`src/rtl/ptw_pkg.sv`:
```
// Shared constants, types and helpers for the page table walk unit.
`timescale 1ns / 1ps
package ptw_pkg;

	localparam int OFFSET_BITS = 4;
	localparam int LEVELS      = 3;
	localparam int VADDR_BITS  = 16;
	localparam int FRAME_COUNT = 64;
	localparam int DATA_BITS   = 32;

	localparam int PAGE_WORDS  = 1 << OFFSET_BITS;
	localparam int BPT         = (VADDR_BITS - OFFSET_BITS) / LEVELS;
	localparam int PAGE_BITS   = VADDR_BITS - OFFSET_BITS;
	localparam int PAGE_COUNT  = 1 << PAGE_BITS;
	localparam int DIST_BITS   = PAGE_BITS + 1;
	localparam int FRAME_BITS  = $clog2(FRAME_COUNT);
	localparam int PHYS_AW     = FRAME_BITS + OFFSET_BITS;
	localparam int PHYS_WORDS  = FRAME_COUNT * PAGE_WORDS;
	localparam int SWAP_AW     = VADDR_BITS;
	localparam int SWAP_WORDS  = 1 << SWAP_AW;
	localparam int DEP_BITS    = (LEVELS > 1) ? $clog2(LEVELS) : 1;

	typedef logic [FRAME_BITS-1:0] frame_t;
	typedef logic [OFFSET_BITS-1:0] off_t;
	typedef logic [PAGE_BITS-1:0] page_t;
	typedef logic [DIST_BITS-1:0] dist_t;
	typedef logic [PHYS_AW-1:0] phys_addr_t;
	typedef logic [SWAP_AW-1:0] swap_addr_t;
	typedef logic [DEP_BITS-1:0] dep_t;
	typedef logic [DATA_BITS-1:0] word_t;

	localparam dep_t DEP_MAX = dep_t'(LEVELS - 1);

	typedef enum logic [4:0] {
		S_CLEAR, S_IDLE, S_WALK_RD, S_WALK_EV, S_SCAN_INIT, S_SCAN_RD, S_SCAN_EV,
		S_SCAN_POP, S_PICK, S_UNLINK, S_CP_RD, S_CP_WR, S_CLR_FRAME, S_LINK,
		S_RS_RD, S_RS_WR, S_ACC, S_OUT_OK, S_OUT_FAIL
	} ctl_state_t;

	typedef enum logic [4:0] {
		OP_NONE, OP_CLR, OP_LOAD, OP_WALK_RD, OP_WALK_EV, OP_SCAN_INIT, OP_SCAN_RD,
		OP_SCAN_EV, OP_SCAN_POP, OP_PICK, OP_UNLINK, OP_CP_RD, OP_CP_WR,
		OP_CLR_FRAME, OP_LINK, OP_RS_RD, OP_RS_WR, OP_ACC, OP_OUT_OK, OP_OUT_FAIL
	} dp_op_t;

	typedef struct packed {
		dp_op_t op;
	} dp_cmd_t;

	typedef struct packed {
		logic clr_last;
		logic walk_zero;
		logic layer_last;
		logic ev_push;
		logic ev_last;
		logic pop_root;
		logic pop_up_last;
		logic empty_valid;
		logic max_small;
		logic victim_valid;
		logic cnt_last;
		logic out_free;
	} dp_stat_t;

	function automatic off_t lvl_idx(page_t page, dep_t layer);
		page_t sh;
		sh = page >> (BPT * (LEVELS - 1 - int'(layer)));
		return off_t'(sh[BPT-1:0]);
	endfunction

endpackage

```
`src/rtl/ptw_ctrl.sv`:
```
// Controller state machine sequencing walk, scan, fill, restore and access.
`timescale 1ns / 1ps
module ptw_ctrl import ptw_pkg::*; (
	input  logic     clk,
	input  logic     arst_n,
	input  logic     in_valid,
	output logic     in_ready,
	input  dp_stat_t st,
	output dp_cmd_t  cmd
);

	ctl_state_t state_q, state_d;
	logic       evict_q, evict_d;

	always_ff @(posedge clk or negedge arst_n) begin
		if (!arst_n) begin
			state_q <= S_CLEAR;
			evict_q <= 1'b0;
		end else begin
			state_q <= state_d;
			evict_q <= evict_d;
		end
	end

	always_comb begin
		state_d  = state_q;
		evict_d  = evict_q;
		cmd.op   = OP_NONE;
		in_ready = 1'b0;
		unique case (state_q)
			S_CLEAR: begin
				cmd.op = OP_CLR;
				if (st.clr_last) state_d = S_IDLE;
			end
			S_IDLE: begin
				in_ready = 1'b1;
				if (in_valid) begin
					cmd.op  = OP_LOAD;
					state_d = S_WALK_RD;
				end
			end
			S_WALK_RD: begin
				cmd.op  = OP_WALK_RD;
				state_d = S_WALK_EV;
			end
			S_WALK_EV: begin
				cmd.op = OP_WALK_EV;
				priority if (st.walk_zero) state_d = S_SCAN_INIT;
				else if (st.layer_last) state_d = S_ACC;
				else state_d = S_WALK_RD;
			end
			S_SCAN_INIT: begin
				cmd.op  = OP_SCAN_INIT;
				state_d = S_SCAN_RD;
			end
			S_SCAN_RD: begin
				cmd.op  = OP_SCAN_RD;
				state_d = S_SCAN_EV;
			end
			S_SCAN_EV: begin
				cmd.op  = OP_SCAN_EV;
				state_d = (st.ev_push || !st.ev_last) ? S_SCAN_RD : S_SCAN_POP;
			end
			S_SCAN_POP: begin
				cmd.op = OP_SCAN_POP;
				priority if (st.pop_root) state_d = S_PICK;
				else if (st.pop_up_last) state_d = S_SCAN_POP;
				else state_d = S_SCAN_RD;
			end
			S_PICK: begin
				cmd.op = OP_PICK;
				priority if (st.empty_valid) begin
					evict_d = 1'b0;
					state_d = S_UNLINK;
				end else if (st.max_small) begin
					state_d = S_CLR_FRAME;
				end else if (st.victim_valid) begin
					evict_d = 1'b1;
					state_d = S_UNLINK;
				end else begin
					state_d = S_OUT_FAIL;
				end
			end
			S_UNLINK: begin
				cmd.op  = OP_UNLINK;
				state_d = evict_q ? S_CP_RD : S_LINK;
			end
			S_CP_RD: begin
				cmd.op  = OP_CP_RD;
				state_d = S_CP_WR;
			end
			S_CP_WR: begin
				cmd.op  = OP_CP_WR;
				state_d = st.cnt_last ? S_CLR_FRAME : S_CP_RD;
			end
			S_CLR_FRAME: begin
				cmd.op = OP_CLR_FRAME;
				if (st.cnt_last) state_d = S_LINK;
			end
			S_LINK: begin
				cmd.op  = OP_LINK;
				state_d = st.layer_last ? S_RS_RD : S_SCAN_INIT;
			end
			S_RS_RD: begin
				cmd.op  = OP_RS_RD;
				state_d = S_RS_WR;
			end
			S_RS_WR: begin
				cmd.op  = OP_RS_WR;
				state_d = st.cnt_last ? S_ACC : S_RS_RD;
			end
			S_ACC: begin
				cmd.op  = OP_ACC;
				state_d = S_OUT_OK;
			end
			S_OUT_OK: begin
				if (st.out_free) begin
					cmd.op  = OP_OUT_OK;
					state_d = S_IDLE;
				end
			end
			S_OUT_FAIL: begin
				if (st.out_free) begin
					cmd.op  = OP_OUT_FAIL;
					state_d = S_IDLE;
				end
			end
			default: state_d = S_IDLE;
		endcase
	end

	a_one_item: assert property (@(posedge clk) disable iff (!arst_n)
		(in_valid && in_ready) |=> !in_ready)
		else $error("second beat taken while an item is in flight");
	a_clear_once: assert property (@(posedge clk) disable iff (!arst_n)
		state_q != S_CLEAR |=> state_q != S_CLEAR)
		else $error("clearing pass restarted");

endmodule
```
`config.mk`:
```
export PLATFORM = sky130hd
export DESIGN_NAME = ptw_ctrl
export DESIGN_NICKNAME = d
export VERILOG_FILES = /design/src/rtl/ptw_pkg.sv /design/src/rtl/ptw_ctrl.sv
export SDC_FILE = /design/constraint.sdc
export NUM_CORES = 1
export LEC_CHECK = 0
export BUFFER_PORTS_ARGS = -buffer_cell sky130_fd_sc_hd__buf_2
export CAP_MARGIN = 20
export CORE_MARGIN = 5
export CORE_UTILIZATION = 50
export DETAILED_ROUTE_END_ITERATION = 10
export HOLD_SLACK_MARGIN = 0.08
export PLACE_DENSITY = 0.77
export SLEW_MARGIN = 20
export SYNTH_ARGS = -nofsm -noshare
export SYNTH_HDL_FRONTEND = slang
export SYNTH_SLANG_ARGS = --single-unit
export TNS_END_PERCENT = 1
```
`constraint.sdc`:
```
create_clock -name clk -period 1.7 [get_ports clk]
set_input_delay 0.17 -clock clk [delete_from_list [all_inputs] [get_ports clk]]
set_output_delay 0.17 -clock clk [all_outputs]
set_load 0.005 [all_outputs]
```
## Word level (Yosys, flattened, before mapping)

Cells that the tools add are included.

- Bits in registers: 6
- Output and inout bits: 6
- Input port bits: 15
- Word-level logic and storage cells: 57

- Equal/unequal tests: 23
- Reductions and logical operators: 7
- Mux-type cells: 25

Operator list:

| cell | count |
|---|---|
| one-hot mux 5 bit (19 select lines) | 1 |
| one-hot mux 5 bit (18 select lines) | 1 |
| 2-to-1 mux 5 bit | 12 |
| equality test 5 x 4 -> 1 bit, second input constant | 8 |
| equality test 5 x 3 -> 1 bit, second input constant | 4 |
| equality test 5 bit, second input constant | 3 |
| equality test 5 x 2 -> 1 bit, second input constant | 2 |
| 2-to-1 mux 4 bit | 2 |
| 2-to-1 mux 2 bit | 3 |
| 2-to-1 mux 3 bit | 2 |
| inequality test 2 bit, second input constant | 3 |
| equality test 5 x 1 -> 1 bit, second input constant | 1 |
| logical NOT 5 bit | 1 |
| 2-to-1 mux 1 bit | 4 |
| inequality test 2 x 1 -> 1 bit, second input constant | 2 |
| AND reduction 4 bit | 1 |
| AND reduction 3 bit | 1 |
| nonzero test 2 bit | 1 |
| OR reduction 2 bit | 1 |
| logical NOT 1 bit | 1 |
| logical OR 1 bit | 1 |

## Logic depth before layout (Yosys ltp)

- Depth in word-level cells: 4
- Mapped depth: 6
- Mapped depth without buffers: 4

## Least setup slack after synthesis

Ideal clock, no wire load.

- Kind: reg2reg
- From: register state_q[1]
- To: register state_q[0]
- Required time: 1574 ps
- Path buffers: 1
- Path slack: 160 ps
- Library setup time: 126 ps
- Period minus slack after synthesis: 1540 ps
- Arrival: 1413 ps
- Stages on the path, launching flop included: 6
- Cell sequence: dfrtp_1 -> buf_6 -> or4b_4 -> nor3_2 -> a21oi_1 -> o32a_1

- Longest elaborated chain between the ends: 4
- Elaborated cells on any way between the ends: 26
- Those cells by class: eq/ne (22); mux (1); reduce/logical (3)

RTL lines:

| item | RTL line | text |
|---|---|---|
| from (decl) | ptw_ctrl.sv:12 | `ctl_state_t state_q, state_d;` |
| from (signal assigned) | ptw_ctrl.sv:20 | `state_q <= state_d;` |
| equality test 5 bit | ptw_ctrl.sv:30 | `unique case (state_q)` |
| OR reduction 2 bit (no line) | - |  |
| inequality test 2 x 1 -> 1 bit (no line) | - |  |
| AND reduction 4 bit (no line) | - |  |

Parallel ways exist; a longest one is shown, timed or not.
A chain may end at the register's enable or synchronous reset.

## Worst setup path in the final report

- From: register state_q[2]
- To: register state_q[1]

The elaborated chain is that of the path after synthesis.

==> Implementation_results.wiki <==
{| class="wikitable"
! Metric !! Value
|-
| DIE WIDTH || between 40 and 50 um
|-
| First-pass GRT wire length || 3.96 mm
|-
| Most area-consuming cells after synthesis || dfrtp_1, a21oi_1, nor2_1, buf_6, nand2b_1
|-
| Leakage Power || approximately 0.44 nW
|-
| Number of synthesized flops with an enable pin || 0
|-
| Final critical-path share of the clock period || 1.04
|-
| Top cell type's share of synthesized area || 0.196
|-
| Startpoint of the worst register-to-register path || state_q[2]$_DFFE_PN0P_
|-
| Biggest cell delay along the critical path || 0.42 ns
|-
| Clock Tree Buf Depth || 2
|-
| Root cell of the clock tree || clkbuf_4
|-
| Remaining routing DRC violations || 0
|-
| Wire length after detailed routing || ~2.6 mm
|-
| Final setup fails || 1
|-
| Worst-skew pair later-pin latency || 0.24 ns
|-
| Per-cell via count in the routed design || 6.28
|-
| Register-to-register setup slack || -0.06 ns
|-
| Power per cell area || between 1500 and 2000 nW/um2
|-
| Number of optimization iterations in the first detailed-route pass || 4
|-
| Total Neg Setup Slack || -0.0628 ns
|-
| RD Place Congestion || around 0.97
|-
| Number of port buffers || 20
|-
| DRC violation total after the first TritonRoute iteration || 44
|-
| Critical setup path kind || register to register
|-
| Number of buffers created by CTS || 3
|-
| TritonCTS clock tree || done
|-
| Library cell with the largest summed area after synthesis || dfrtp_1
|-
| Critical path's most frequent cell || buf_4
|-
| Critical path arrival || about 1.9 ns
|-
| Required time of the worst setup path || about 1.8 ns
|-
| Crit path max-delay family || simple AND/OR/NAND/NOR gates
|-
| Async set-or-reset flop fraction in the synthesized netlist || 1.00
|-
| Part of the Yosys area used for sequential elements || 0.196
|-
| Startpoint type of the worst setup path || register
|-
| Layout area overhead || 34.1%
|-
| Capture point of the worst path || state_q[1]$_DFFE_PN0P_
|-
| Dominant synthesized flop cell || dfrtp_1
|-
| Post-detailed-route wirelength per cell || roughly 17 um
|-
| Status || complete, but fails checks
|-
| Setup ws final || -0.0628 ns
|-
| Number of clock sinks || 6
|-
| Max_slew headroom || 0.733
|-
| Number of library cell types mapped by synthesis || between 40 and 50
|-
| Master of the slowest instance on the critical path || dfrtp_2
|-
| Antenna violations before repair || 0
|-
| Hold path startpoint || st[4]
|-
| I/O pin count || 21
|-
| Pins over their slew limit || 0
|-
| Global router's overall resource usage || 0.205
|-
| Fin Clk Skew || between 0.004 and 0.005 ns
|-
| Total via count in the routed design || roughly 950
|-
| Maximum VDD drop || 0.977 mV
|-
| Synthesized netlist net count || between 100 and 150
|-
| Vert. Die Dim || around 49 um
|-
| RSZ-0062 raised after global routing || true
|-
| Kind of end point of the critical path || register
|-
| Remaining Overflow, GRT || 0
|-
| Initial Utilization || 0.515
|-
| Vias in the first global route || between 800 and 900
|-
| Number of nets in the layout || roughly 150
|-
| Worst path depth || 6
|-
| Most common cell after layout, fill and taps aside || buf_2
|-
| Setup slack after placement || roughly 0.0087 ns
|-
| Standard-cell rows || 14
|-
| Launch point of the critical path || state_q[2]$_DFFE_PN0P_
|-
| Total number of yosys warnings || 0
|-
| Achievable Freq || 567 MHz
|-
| Ordered cell list for the critical path || buf_4 -> nand3_1 -> buf_4 -> nor4bb_1 -> nor4_1 -> a31oi_1
|-
| Number of buffers and inverters on the critical path || 2
|-
| Register bit count reported by yosys || 6
|-
| Ratio of cells with drive above 1 in the final layout || 0.385
|-
| Maximum number of pins on one net before global-route repair || 13
|-
| Post-Syn Area || roughly 770 um2
|-
| Violations in the final reports || setup timing
|-
| Maximum fanout along the worst path || 7
|-
| Mean instance size in the synthesized netlist || between 7 and 8 um2
|-
| Number of max-cap violations || 0
|-
| Worst hold path class || primary input to register
|-
| Post-DP HPWL || ~1.8 mm
|-
| Commonest non-fill, non-tap cells in the layout || buf_2, buf_4, a21oi_1, nor2_1, nand2_1
|-
| Clk slew on worst S/H paths || approximately 0.05 ns
|-
| Capturing point of the worst reg2reg path || state_q[1]$_DFFE_PN0P_
|-
| Die ar. || 2420 um2
|-
| Number of cells on the worst reg-to-reg path || 6
|-
| H-tree Lvls || 1
|-
| Core ar. || roughly 1500 um2
|-
| Time the worst path needs with I/O delays and setup || between 1.5 and 2 ns
|-
| Number of antenna repair diodes || 0
|-
| Hold violation count in the final report || 0
|-
| Remaining antenna violation count after routing || 0
|-
| Number of instances in the synthesized netlist || 103
|-
| Actual slew at the worst max-slew pin || between 0.3 and 0.4 ns
|}
==> metrics by stage <==
stage               area [um2]  power, mW  cells   util  hold slack, ns
finish                    1030       1.77    151  0.691           0.169
floorplan                  767       1.04    103      -          -0.126
CTS                        975       1.62    146  0.655           0.155
global placement           925       1.39    142  0.621        -0.00184
detailed placement         925       1.42    142  0.621         0.00398
global route              1030       1.90    151  0.691           0.185
==> cell usage after synthesis, types with 2 or more instances <==
master / n
or3_1: 4
or4_1: 2
nor4_1: 2
dfrtp_1: 6
nand2_1: 6
a221oi_1: 2
inv_1: 5
a21oi_1: 12
buf_2: 4
nor2_1: 10
a31oi_1: 3
nor2b_1: 4
and3_1: 2
o21ai_0: 5
nor3b_1: 2
nand2b_1: 5
buf_6: 3
==> how the worst min path moves through the flow <==
stage                          end  slack (ns)  depth (start not counted)
2_1_floorplan  evict_q$_DFFE_PN0P_       -0.13                          0
6_report       evict_q$_DFFE_PN0P_        0.17                          2
3_3_place_gp   evict_q$_DFFE_PN0P_      -0.002                          1
3_5_place_dp   evict_q$_DFFE_PN0P_       0.004                          1
5_1_grt        evict_q$_DFFE_PN0P_        0.18                          2
4_1_cts        evict_q$_DFFE_PN0P_        0.16                          2
==> flip-flops by register name (all words and copies together) (netlist names) <==
name and cells:
state_q 5, evict_q 1
==> report_power, final <==
part	switching (mW)	internal (mW)	leakage, nW
registers	0.120	0.213	0.0708
clock network	0.0505	0.0798	0.0138
logic	0.655	0.650	0.352
total	0.825	0.942	0.436
==> layer usage <==
metal  track usage  vias to the layer above  share of wire
li1              -                      457              -
met1         0.270                      440           0.42
met2         0.328                       44           0.49
met3        0.0122                        8          0.062
met4         0.112                        0          0.028
met5             0                        -              0
==> kinds of logic after synthesis <==
group | share of synthesized area
AOI/OAI and AO/OA | 0.269
muxes | 0.0131
and+or+nand+nor | 0.387
DFF | 0.196
adders and majority gates | 0.0131
buffers and inverters | 0.0995
xor gates and xnor gates | 0.0228
==> cell type report <==
cell class / count / area [um2]
Sequential cell: 6 / 156
Tap cell: 16 / 20.0
Timing Repair Buffer: 37 / 243
Inverter: 5 / 18.8
Clock buffer: 3 / 22.5
Fill cell: 127 / 460
Multi-Input combinational cell: 84 / 568
==> what timing repair did <==
item | CTS | global route
hold endpoints to repair | 6 | 0
setup endpoints to repair | 4 | 5
hold buffers | 1 | 0
setup buffers | 0 | 5
gates resized for setup | 7 | 4
Note: power is estimated with default switching activity, not from simulation.
